--- config.mk ---
export PLATFORM = sky130hd
export DESIGN_NAME = wfr_ctrl
export DESIGN_NICKNAME = d
export VERILOG_FILES = /design/src/design/wfr_pkg.sv /design/src/design/wfr_ctrl.sv
export SDC_FILE = /design/constraint.sdc
export NUM_CORES = 1
export LEC_CHECK = 0
export ABC_CLOCK_PERIOD_IN_PS = 2000
export BUFFER_PORTS_ARGS = -buffer_cell sky130_fd_sc_hd__buf_4
export CORE_AREA = 3 3 40 42
export DETAILED_ROUTE_END_ITERATION = 10
export DIE_AREA = 0 0 43 45
export SYNTH_ARGS = -nofsm -noshare
export SYNTH_HDL_FRONTEND = slang
export SYNTH_SLANG_ARGS = --single-unit
--- constraint.sdc ---
create_clock -name clk_i -period 2 [get_ports clk_i]
set_input_delay 0.2 -clock clk_i [delete_from_list [all_inputs] [get_ports clk_i]]
set_output_delay 0.2 -clock clk_i [all_outputs]
set_load 0.005 [all_outputs]
--- src/design/wfr_pkg.sv ---
// Shared types and constants of the Wiegand frame receiver.
package wfr_pkg;

  localparam int unsigned TIME_W      = 32;
  localparam int unsigned MASK_W      = 64;
  localparam int unsigned CFG_DATA_W  = 64;
  localparam int unsigned CFG_IDX_W   = 1;
  localparam int unsigned BIT_INDEX_W = 6;
  localparam int unsigned FRAME_LEN_W = 7;
  localparam int unsigned FUNC_W      = 2;

  localparam logic [TIME_W-1:0] IDLE_GAP_RESET = 32'd1600000;
  localparam logic [MASK_W-1:0] LEN_MASK_RESET = 64'h0001_013D_0500_0110;

  typedef enum logic [CFG_IDX_W-1:0] {
    CFG_IDLE_GAP = 1'b0,
    CFG_LEN_MASK = 1'b1
  } cfg_idx_e;

  typedef enum logic [FUNC_W-1:0] {
    FUNC_D0   = 2'd0,
    FUNC_D1   = 2'd1,
    FUNC_TICK = 2'd2,
    FUNC_ARM  = 2'd3
  } func_e;

  typedef enum logic [1:0] {
    ST_IDLE,
    ST_CHECK,
    ST_READ,
    ST_EMIT
  } state_e;

  typedef struct packed {
    logic edge_wr;
    logic arm;
    logic tick_rd;
    logic idx_clr;
    logic idx_rd;
    logic idx_inc;
    logic cnt_clr;
    logic disarm;
  } wfr_cmd_t;

  typedef struct packed {
    logic armed;
    logic full;
    logic cnt_zero;
    logic gap_exceeded;
    logic len_ok;
    logic idx_last;
  } wfr_sts_t;

endpackage

--- src/design/wfr_ctrl.sv ---
// Control state machine: request decode, idle check and frame readout sequencing.
module wfr_ctrl (
  input  logic                          clk_i,
  input  logic                          rst_ni,
  input  logic                          in_valid_i,
  output logic                          in_ready_o,
  input  logic [wfr_pkg::FUNC_W-1:0]    func_i,
  output logic                          out_valid_o,
  input  logic                          out_ready_i,
  input  wfr_pkg::wfr_sts_t             sts_i,
  output wfr_pkg::wfr_cmd_t             cmd_o
);
  import wfr_pkg::*;

  state_e state_q, state_d;

  always_ff @(posedge clk_i or negedge rst_ni) begin
    if (!rst_ni) begin
      state_q <= ST_IDLE;
    end else begin
      state_q <= state_d;
    end
  end

  always_comb begin
    state_d     = state_q;
    cmd_o       = '0;
    in_ready_o  = 1'b0;
    out_valid_o = 1'b0;
    case (state_q)
      ST_IDLE: begin
        in_ready_o = 1'b1;
        if (in_valid_i) begin
          case (func_e'(func_i))
            FUNC_ARM: begin
              cmd_o.arm = 1'b1;
            end
            FUNC_D0, FUNC_D1: begin
              cmd_o.edge_wr = sts_i.armed && !sts_i.full;
            end
            FUNC_TICK: begin
              if (sts_i.armed && !sts_i.cnt_zero) begin
                cmd_o.tick_rd = 1'b1;
                state_d       = ST_CHECK;
              end
            end
            default: ;
          endcase
        end
      end
      ST_CHECK: begin
        state_d = ST_IDLE;
        if (sts_i.gap_exceeded) begin
          if (sts_i.len_ok) begin
            cmd_o.idx_clr = 1'b1;
            state_d       = ST_READ;
          end else begin
            cmd_o.cnt_clr = 1'b1;
          end
        end
      end
      ST_READ: begin
        cmd_o.idx_rd = 1'b1;
        state_d      = ST_EMIT;
      end
      ST_EMIT: begin
        out_valid_o = 1'b1;
        if (out_ready_i) begin
          if (sts_i.idx_last) begin
            cmd_o.disarm = 1'b1;
            state_d      = ST_IDLE;
          end else begin
            cmd_o.idx_inc = 1'b1;
            state_d       = ST_READ;
          end
        end
      end
      default: state_d = ST_IDLE;
    endcase
  end

endmodule

==> results of run 1 <==
-- worst register-to-register path, delay by kind of cell, from the launching register on --
kind             cells  cell delay, ps
AO/OA/AOI/OAI        1             150
flip-flops           1             440
AND/OR/NAND/NOR      1             550
-- path summary, 6_finish.rpt --
kind,from,to,slack [ps],cells after the start
setup reg to reg,state_q[0],state_q[0],780,2
setup / recovery,state_q[0],cmd_o[5],300,3
max in group asynchronous,rst_ni,state_q[0],1610,2
hold / removal,func_i[1],state_q[0],260,3
min in group asynchronous,rst_ni,state_q[1],300,2
hold reg to reg,state_q[1],state_q[1],650,1
-- cells in the mapped netlist, drive strengths merged --
library cell / instances
nor2: 3
and4: 2
dfrtp: 2
nand2: 2
nand3: 2
a21o: 1
and2: 1
and2b: 1
and3: 1
and4b: 1
clkbuf: 1
nor3: 1
nor4bb: 1
o2bb2ai: 1
or4b: 1
-- logic make-up (layout without fill, tap and decap cells) --
family          after synthesis  count (layout)  share of synthesized area (%)
buf+inv                       1              25                           2.19
compound gates                2               2                           9.49
flops                         2               2                           29.2
simple gates                 16              16                           59.1
-- layout make-up --
cell class | instances | area, um^2
fill | 142 | 908
timing repair buffer | 22 | 168
multi-input combinational | 18 | 118
sequential | 2 | 50.0
clock buffer | 3 | 22.5
tap | 15 | 18.8
-- placed cells by master (no fill, tap or decap), types with 2 or more instances in the layout --
master    instances
clkbuf_4          3
nand3_1           2
dfrtp_1           2
nand2_1           2
nor2_1            3
buf_4            21
and4_1            2
-- per-layer routing --
metal / vias up / GRT usage, %
met5: - / 0
met4: 0 / 7.23
met3: 0 / 1.20
met2: 14 / 10.2
met1: 98 / 6.99
li1: 128 / -
-- through the flow --
stage	cells	hold slack, ps
after CTS	60	256
final	60	264
after global routing	60	293
after detailed placement	56	-17.2
after floorplan	21	-95.6
after global placement	56	-17.0
-- power groups by stage --
stage          clock network, mW  logic, mW  registers, mW
2_1_floorplan                  0     0.0885         0.0770
3_3_place_gp                   0      0.160          0.101
3_5_place_dp                   0      0.158          0.104
4_1_cts                   0.0957      0.160          0.102
5_1_grt                   0.0957      0.177          0.109
6_report                  0.0897      0.158          0.102
==> results by group, run 1 <==
Routing
  • Routed len/inst: 9.75 um
  • Routed WL: about 590 um
  • Vias per inst: approximately 4.0
  • Vias: 240
  • DR WL met3: 82 um
  • Routed Antenna Nets: 0
  • Top Metal Used: met3
  • Met2 wire len: 288 um
  • Iter 0 DRT Violations: 3
  • Drt drc: 0
  • Pre-antenna DRT Iters: 2
  • Met1 WL: roughly 210 um

Critical path
  • CP Class: reg -> out
  • CP max-delay cell: or4b_1
  • Worst Path Buf+Inv: 1
  • Nature of the critical path endpoint: primary output
  • Cell breakdown of the critical path: or4b_1, nor3_1, buf_4
  • Largest fanout on the critical path: 9
  • Worst Setup Start Kind: flip-flop
  • Worst Path Required: 1800 ps
  • Cell family with most CP delay: simple AND/OR/NAND/NOR gates
  • CP arrival: 1500 ps
  • Max stage delay on crit path: 550 ps

Pwr
  • P_sw: 0.118 mW
  • PwrDens: between 900 and 1000 nW/um^2
  • Sw frac: 33.8%
  • Maximum vdd drop: 0.000246 V
  • Lkg Pwr: between 0.2 and 0.25 nW
  • Internal power: between 0.2 and 0.25 mW
  • Sequential Power Share: 29.2%
  • Combinational power share: 45.2%
  • Final Power: 0.350 mW
  • Clock Power Share: 25.6%

Layout
  • Fin nets: between 50 and 60
  • Largest regs: state_q: 2 flops
  • Final Instance Area: roughly 380 um^2
  • Biggest register: state_q
  • Fraction of layout cells with a size suffix above 1: 53.3%
  • Max reg flops: 2
  • # diodes: 0
  • Area Overhead vs Synth: 120%
  • Final core utilization: 29.3%

Timing
  • Hold Vio Cnt, Final: 0
  • Endpoints failing setup: 0
  • Worst Skew: 0.741 ps
  • Total negative setup slack: 0 ps
  • Transition time at the pin with the least slew margin: 249 ps
  • Unrepaired setup endpoints after global routing: no
  • Fmax: 0.588 GHz
  • Slew headroom: approximately 83%
  • Min Tclk post-route: 1700 ps
  • Period utilization: 85.0%
  • Worst setup margin: 300 ps
  • Count of pins over their slew limit: 0

Synth
  • Netlist cell types: 15
  • #FFs+latches synth: 2
  • Avg Inst Size Synth: 8.16 um^2
  • Mapped Area: 171 um^2
  • Mapped Nets: 33
  • Mapped Cells: 21
  • Synth area leaders: dfrtp_1 29%, and4_1 10%, nor2_1 6.6%, and4b_1 5.8%, nand3_1 5.8%
  • Area leader, netlist: dfrtp_1
  • Seq/Total Area, Yosys: 29.2%
  • Yosys top cell area share: 29.2%
  • Synth Warn #: 0

Floorplanning
  • Die Area: 1940 um^2
  • Core ar.: approximately 1300 um^2
  • IO Pins: 22
  • Vert. Die Dim: about 45 um
  • Rows: 13
  • DIE WIDTH: between 40 and 50 um
  • Starting Density: 13.3%

Run status
  • Status: finished, final reports clean

Placement
  • # port buffers: 21
  • Placed inst area: 344 um^2
  • Worst slack, placed: ~530 ps
  • Final Wtd Congestion: approximately 0.59

Global routing
  • Total track usage: 6.49%
  • Vias in the first global route: 260
  • First-pass GRT wire length: ~950 um
  • Initial antenna violation count: 0
  • Largest net degree at the start of global routing: 10
  • Global route overflow: 0

Clock network
  • Max Buffers Root-to-Sink: 2
  • Post-CTS Resized: 0
  • Worst-path clk slew: 30 ps
  • Clock latency on the worst-skew pair: ~220 ps
  • Postcts setup bufs: 0
  • Clk sink count: 2
  • CTS H-tree lvls: 1
  • Number of hold buffers added after cts: 1
  • CTS tree: done
  • Total CTS buffers: 3
  • Root buffer cell: clkbuf_4

Hold path
  • Hold Crit Class: in -> reg

Flow run
  • MaxCap Viol Count: 0
No activity file was read; power rests on OpenSTA's default activity.
==> run 2, diff against run 1 <==
--- a/config.mk
+++ b/config.mk
@@ -5,7 +5,7 @@
 export SDC_FILE = /design/constraint.sdc
 export NUM_CORES = 1
 export LEC_CHECK = 0
-export ABC_CLOCK_PERIOD_IN_PS = 2000
+export ABC_CLOCK_PERIOD_IN_PS = 1350
 export BUFFER_PORTS_ARGS = -buffer_cell sky130_fd_sc_hd__buf_4
 export CORE_AREA = 3 3 40 42
 export DETAILED_ROUTE_END_ITERATION = 10
==> constraint.sdc (replaced) <==
create_clock -name clk_i -period 1.35 [get_ports clk_i]
set_input_delay 0.135 -clock clk_i [delete_from_list [all_inputs] [get_ports clk_i]]
set_output_delay 0.135 -clock clk_i [all_outputs]
set_load 0.005 [all_outputs]
==> results by group, run 2 (synthesis results as in run 1) <==
Clock network
  • Clock latency on the worst-skew pair: roughly 220 ps
  • Max Buffers Root-to-Sink: 2
  • Total CTS buffers: 3
  • CTS tree: done
  • CTS H-tree lvls: 1
  • Clk sink count: 2
  • Root buffer cell: clkbuf_4
  • Worst-path clk slew: 30 ps

Routing
  • Vias per inst: 4.15
  • Routed len/inst: 10.5 um
  • Drt drc: 0
  • Vias: approximately 250
  • Pre-antenna DRT Iters: 2
  • Routed WL: 640 um
  • Routed Antenna Nets: 0
  • Iter 0 DRT Violations: 2

Timing
  • Hold Vio Cnt, Final: 0
  • Count of pins over their slew limit: 0
  • Min Tclk post-route: 1460 ps
  • Worst setup margin: -111 ps
  • Fmax: about 0.68 GHz
  • Period utilization: 108%
  • Unrepaired setup endpoints after global routing: yes
  • Slew headroom: 83.8%
  • Transition time at the pin with the least slew margin: between 200 and 250 ps
  • Worst Skew: 2.88 ps
  • Endpoints failing setup: 3

Global routing
  • Initial antenna violation count: 0
  • First-pass GRT wire length: around 980 um
  • Vias in the first global route: 265
  • Largest net degree at the start of global routing: 10
  • Total track usage: ~7%
  • Global route overflow: 0

Flow run
  • MaxCap Viol Count: 0

Floorplanning
  • IO Pins: 22
  • Vert. Die Dim: roughly 45 um
  • Rows: 13
  • Core ar.: 1280 um^2
  • DIE WIDTH: ~43 um
  • Die Area: 1940 um^2
  • Starting Density: 13.3%

Layout
  • Area Overhead vs Synth: 130%
  • # diodes: 0
  • Largest regs: state_q: 2 flops
  • Max reg flops: 2
  • Fin nets: 60
  • # fillers: 150
  • Commonest non-fill, non-tap cell in the layout: buf_4
  • Register area: around 50 um^2
  • Commonest cells after routing, fill and taps aside: 22 x buf_4, 3 x nor2_1, 3 x clkbuf_4
  • Area of the multi-input gates: ~130 um^2
  • Fraction of layout cells with a size suffix above 1: 60.9%
  • Biggest register: state_q
  • Final Instance Area: 394 um^2
  • Final core utilization: 30.7%

Pwr
  • PwrDens: 1410 nW/um^2
  • Lkg Pwr: 0.209 nW
  • Maximum vdd drop: 0.000455 V

Critical path
  • Largest fanout on the critical path: 2
  • Worst Setup Start Kind: flip-flop
  • CP Class: reg -> out
  • Flop2flop setup slack: 220 ps
  • Worst reg-to-reg path cell count: 2
  • Worst Path Required: 1220 ps
  • Worst reg2reg startpoint: state_q[0]
  • CP arrival: ~1300 ps
  • RR Endpoint: state_q[0]
  • Nature of the critical path endpoint: primary output

Run status
  • Status: finished, violations left
  • Failing checks: setup timing

Placement
  • # port buffers: 21
  • Placed inst area: 352 um^2
  • Post-DP HPWL: 557 um
  • Final Wtd Congestion: about 0.65

Hold path
  • Hold Crit Class: in -> async
run 2: layout make-up:
cell class | count | share of cell area [%]
clock buffer | 3 | 5.71
multi-input combinational | 18 | 32.1
timing repair buffer | 23 | 44.4
sequential | 2 | 13.0
tap | 15 | 4.76
run 2: where the power goes:
| group | internal [mW] | switching, mW | total, mW |
|---|---|---|---|
| logic | 0.177 | 0.108 | 0.286 |
| clock network | 0.0980 | 0.0323 | 0.130 |
| registers | 0.0934 | 0.0450 | 0.138 |
| total | 0.368 | 0.186 | 0.554 |
run 2: how the worst max path moves through the flow:
stage | startpoint | to | slack (ps) | depth (start not counted)
global route | state_q[0] | cmd_o[5] | -150 | 3
CTS | state_q[0] | cmd_o[5] | -180 | 3
global placement | state_q[0] | cmd_o[5] | 60 | 3
finish | state_q[0] | cmd_o[5] | -110 | 3
floorplan | state_q[0] | cmd_o[5] | 100 | 2
detailed placement | state_q[0] | cmd_o[5] | 40 | 3
run 2: through the flow:
stage | cells | TNS, ps | total power, mW | setup slack, ps | hold slack (ps)
final | 61 | -143 | 0.554 | -111 | 227
after global routing | 61 | -410 | 0.606 | -151 | 233
after CTS | 61 | -276 | 0.570 | -179 | 223
after detailed placement | 57 | 0 | 0.421 | 38.7 | -79.7
after global placement | 57 | 0 | 0.417 | 60.7 | -80.4
after floorplan | 21 | 0 | 0.245 | 98.7 | -161
run 2: routing by layer:
metal	global-route usage, %	share of wire, %	up-vias
li1	-	-	130
met1	7.73	39	109
met2	11.1	51	14
met3	1.59	9.7	0
met4	5.42	0	0
met5	0	0	-
run 2: worst max-delay path, cell delays in order, from the launching register on:
cell and delay [ps]:
dfrtp_1 380, or4b_4 490, nor3_2 110, buf_4 120
run 2: what timing repair did:
action | CTS | global route
setup buffers | 0 | 0
hold endpoints to repair | 2 | 0
endpoints found under the setup margin | 4 | 5
pin swaps | 2 | 2
hold buffers | 1 | 0
gates resized for setup | 2 | 1
==> run 3, diff against run 2 <==
--- a/config.mk
+++ b/config.mk
@@ -5,11 +5,13 @@
 export SDC_FILE = /design/constraint.sdc
 export NUM_CORES = 1
 export LEC_CHECK = 0
+export ABC_AREA = 1
 export ABC_CLOCK_PERIOD_IN_PS = 1350
 export BUFFER_PORTS_ARGS = -buffer_cell sky130_fd_sc_hd__buf_4
-export CORE_AREA = 3 3 40 42
+export CORE_AREA = 2 2 39 41
 export DETAILED_ROUTE_END_ITERATION = 10
-export DIE_AREA = 0 0 43 45
+export DIE_AREA = 0 0 41 43
+export HOLD_SLACK_MARGIN = 0.05
 export SYNTH_ARGS = -nofsm -noshare
 export SYNTH_HDL_FRONTEND = slang
 export SYNTH_SLANG_ARGS = --single-unit
==> results by group, run 3 <==
Run status
  • Status: finished, final reports clean

Synth
  • Yosys top cell area share: 23.5%
  • Mapped Cells: 37
  • Seq/Total Area, Yosys: between 20% and 30%
  • #FFs+latches synth: 2
  • Mapped Area: 213 um^2
  • Asr flop ratio synth: between 90% and 100%
  • Most common cell in the synthesized netlist: inv_1
  • Synth Warn #: 0
  • Post-synth top cells: 10 x inv_1, 7 x nand2_1, 6 x nor2_1
  • Synth area leaders: dfrtp_1 24%, inv_1 18%, nor3_2 14%, nand2_1 12%, nor2_1 11%
  • Avg Inst Size Synth: 5.75 um^2
  • Netlist cell types: 10
  • Top_reg_cell synth: dfrtp_1
  • Area leader, netlist: dfrtp_1
  • Mapped Nets: 49
  • Post-synth EDFFs: 0

Layout
  • Commonest cells after routing, fill and taps aside: 21 x buf_4, 9 x inv_1, 7 x nand2_1, 6 x nor2_1, 4 x nand3_1
  • Fin nets: 76
  • Area Overhead vs Synth: 98.8%
  • Fraction of layout cells with a size suffix above 1: 48.4%
  • # diodes: 0
  • Biggest register: state_q
  • Commonest non-fill, non-tap cell in the layout: buf_4
  • Largest regs: state_q: 2 flops
  • Final Instance Area: 423 um^2
  • Max reg flops: 2
  • # fillers: 171

Clock network
  • Worst-path clk slew: 30 ps
  • Clock latency on the worst-skew pair: approximately 220 ps
  • Clk sink count: 2
  • Root buffer cell: clkbuf_4
  • CTS tree: done
  • Postcts setup bufs: 0
  • Max Buffers Root-to-Sink: 2
  • CTS H-tree lvls: 1
  • Total CTS buffers: 3

Global routing
  • Largest net degree at the start of global routing: 7
  • First-pass GRT wire length: slightly below 900 um
  • Global route overflow: 0
  • Total track usage: 7.53%
  • Vias in the first global route: 256
  • Initial antenna violation count: 0

Routing
  • Met1 WL: 245 um
  • Vias per inst: slightly below 4
  • Routed len/inst: 7.56 um
  • Routed Antenna Nets: 0
  • Iter 0 DRT Violations: 2
  • DR WL met3: 67 um
  • Met2 wire len: approximately 280 um
  • Top Metal Used: met3
  • Vias: 300
  • Pre-antenna DRT Iters: 4
  • Drt drc: 0
  • Routed WL: 590 um

Timing
  • Period utilization: 93.1%
  • Total negative setup slack: 0 ps
  • Unrepaired setup endpoints after global routing: no
  • Transition time at the pin with the least slew margin: 190 ps
  • Hold Vio Cnt, Final: 0
  • Min Tclk post-route: 1260 ps
  • Worst Skew: around 1.2 ps
  • Fmax: just under 0.8 GHz
  • Count of pins over their slew limit: 0
  • Worst setup margin: just over 90 ps
  • Slew headroom: 87.3%
  • Endpoints failing setup: 0

Floorplanning
  • Die Area: 1760 um^2
  • Rows: 14
  • Starting Density: about 15%
  • DIE WIDTH: 41 um
  • Vert. Die Dim: 43 um
  • Core ar.: 1380 um^2
  • IO Pins: 22

Pwr
  • Maximum vdd drop: 0.000602 V
  • Lkg Pwr: 0.260 nW
  • PwrDens: 1300 nW/um^2

Placement
  • Worst slack, placed: ~310 ps
  • Post-DP HPWL: 495 um
  • Placed inst area: 390 um^2
  • # port buffers: 21
  • Final Wtd Congestion: 0.771

Critical path
  • Nature of the critical path endpoint: primary output
  • CP Class: reg -> out
  • CP arrival: between 1000 and 1500 ps
  • Largest fanout on the critical path: 6
  • Worst Setup Start Kind: flip-flop
  • Worst Path Required: 1220 ps

Hold path
  • Hold Crit Class: in -> reg

Flow run
  • MaxCap Viol Count: 0
-- run 3: cell count changes in the layout (fill, tap and decap cells not counted), sizes merged, moves of 2 or more --
cell / change
nand3: +2
o21ai: +2
nor3: +2
nand2: +6
inv: +11
and4: -2
nor2: +3
-- run 3: kinds of logic after synthesis --
| logic type | share of synthesized area (%) |
|---|---|
| buf+inv | 19.4 |
| simple gates | 52.4 |
| compound gates | 4.71 |
| flops | 23.5 |
-- run 3: worst paths after layout --
| path | slack (ps) | cells past startpoint | startpoint | end |
|---|---|---|---|---|
| setup / recovery | 90 | 4 | state_q[0] | cmd_o[7] |
| hold / removal | 190 | 4 | sts_i[3] | state_q[0] |
| setup reg to reg | 540 | 3 | state_q[0] | state_q[1] |
| hold reg to reg | 540 | 2 | state_q[1] | state_q[1] |
| max in group asynchronous | 1030 | 2 | rst_ni | state_q[0] |
| min in group asynchronous | 230 | 2 | rst_ni | state_q[1] |
-- run 3: power breakdown --
part	internal (mW)	leakage [nW]	total [mW]	switching [mW]
combinational	0.145	0.221	0.289	0.144
sequential	0.0898	0.0249	0.128	0.0385
clock	0.0982	0.0138	0.133	0.0352
-- run 3: routing by layer --
layer / up-vias / global-route usage, %
met5: - / 0
met4: 0 / 6.00
met3: 0 / 3.14
met2: 14 / 10.9
met1: 123 / 8.04
li1: 163 / -
-- run 3: cell type report --
cell class | instances | area (um^2) | area share, %
timing repair buffer | 22 | 168 | 39.6
inverter | 11 | 41.3 | 9.76
tap | 16 | 20.0 | 4.73
clock buffer | 3 | 22.5 | 5.33
sequential | 2 | 50.0 | 11.8
multi-input combinational | 24 | 121 | 28.7
-- run 3: repair_timing --
action	in CTS	in global routing
hold buffers	1	0
hold endpoints to repair	2	0
endpoints found under the setup margin	0	1
resized for setup	0	1
-- run 3: per-stage QoR --
step                cells  total power [mW]  hold slack (ps)  utilization [%]
global placement       74             0.415            -80.5             28.2
CTS                    78             0.566              184             30.6
finish                 78             0.550              187             30.6
floorplan              37             0.269             -161                -
detailed placement     74             0.418            -81.2             28.2
global route           78             0.610              208             30.6
-- run 3: critical path, stage by stage (launching register included) --
cell	delay [ps]
dfrtp_1	430
inv_2	100
nand2_2	80
nor3_2	160
buf_4	130
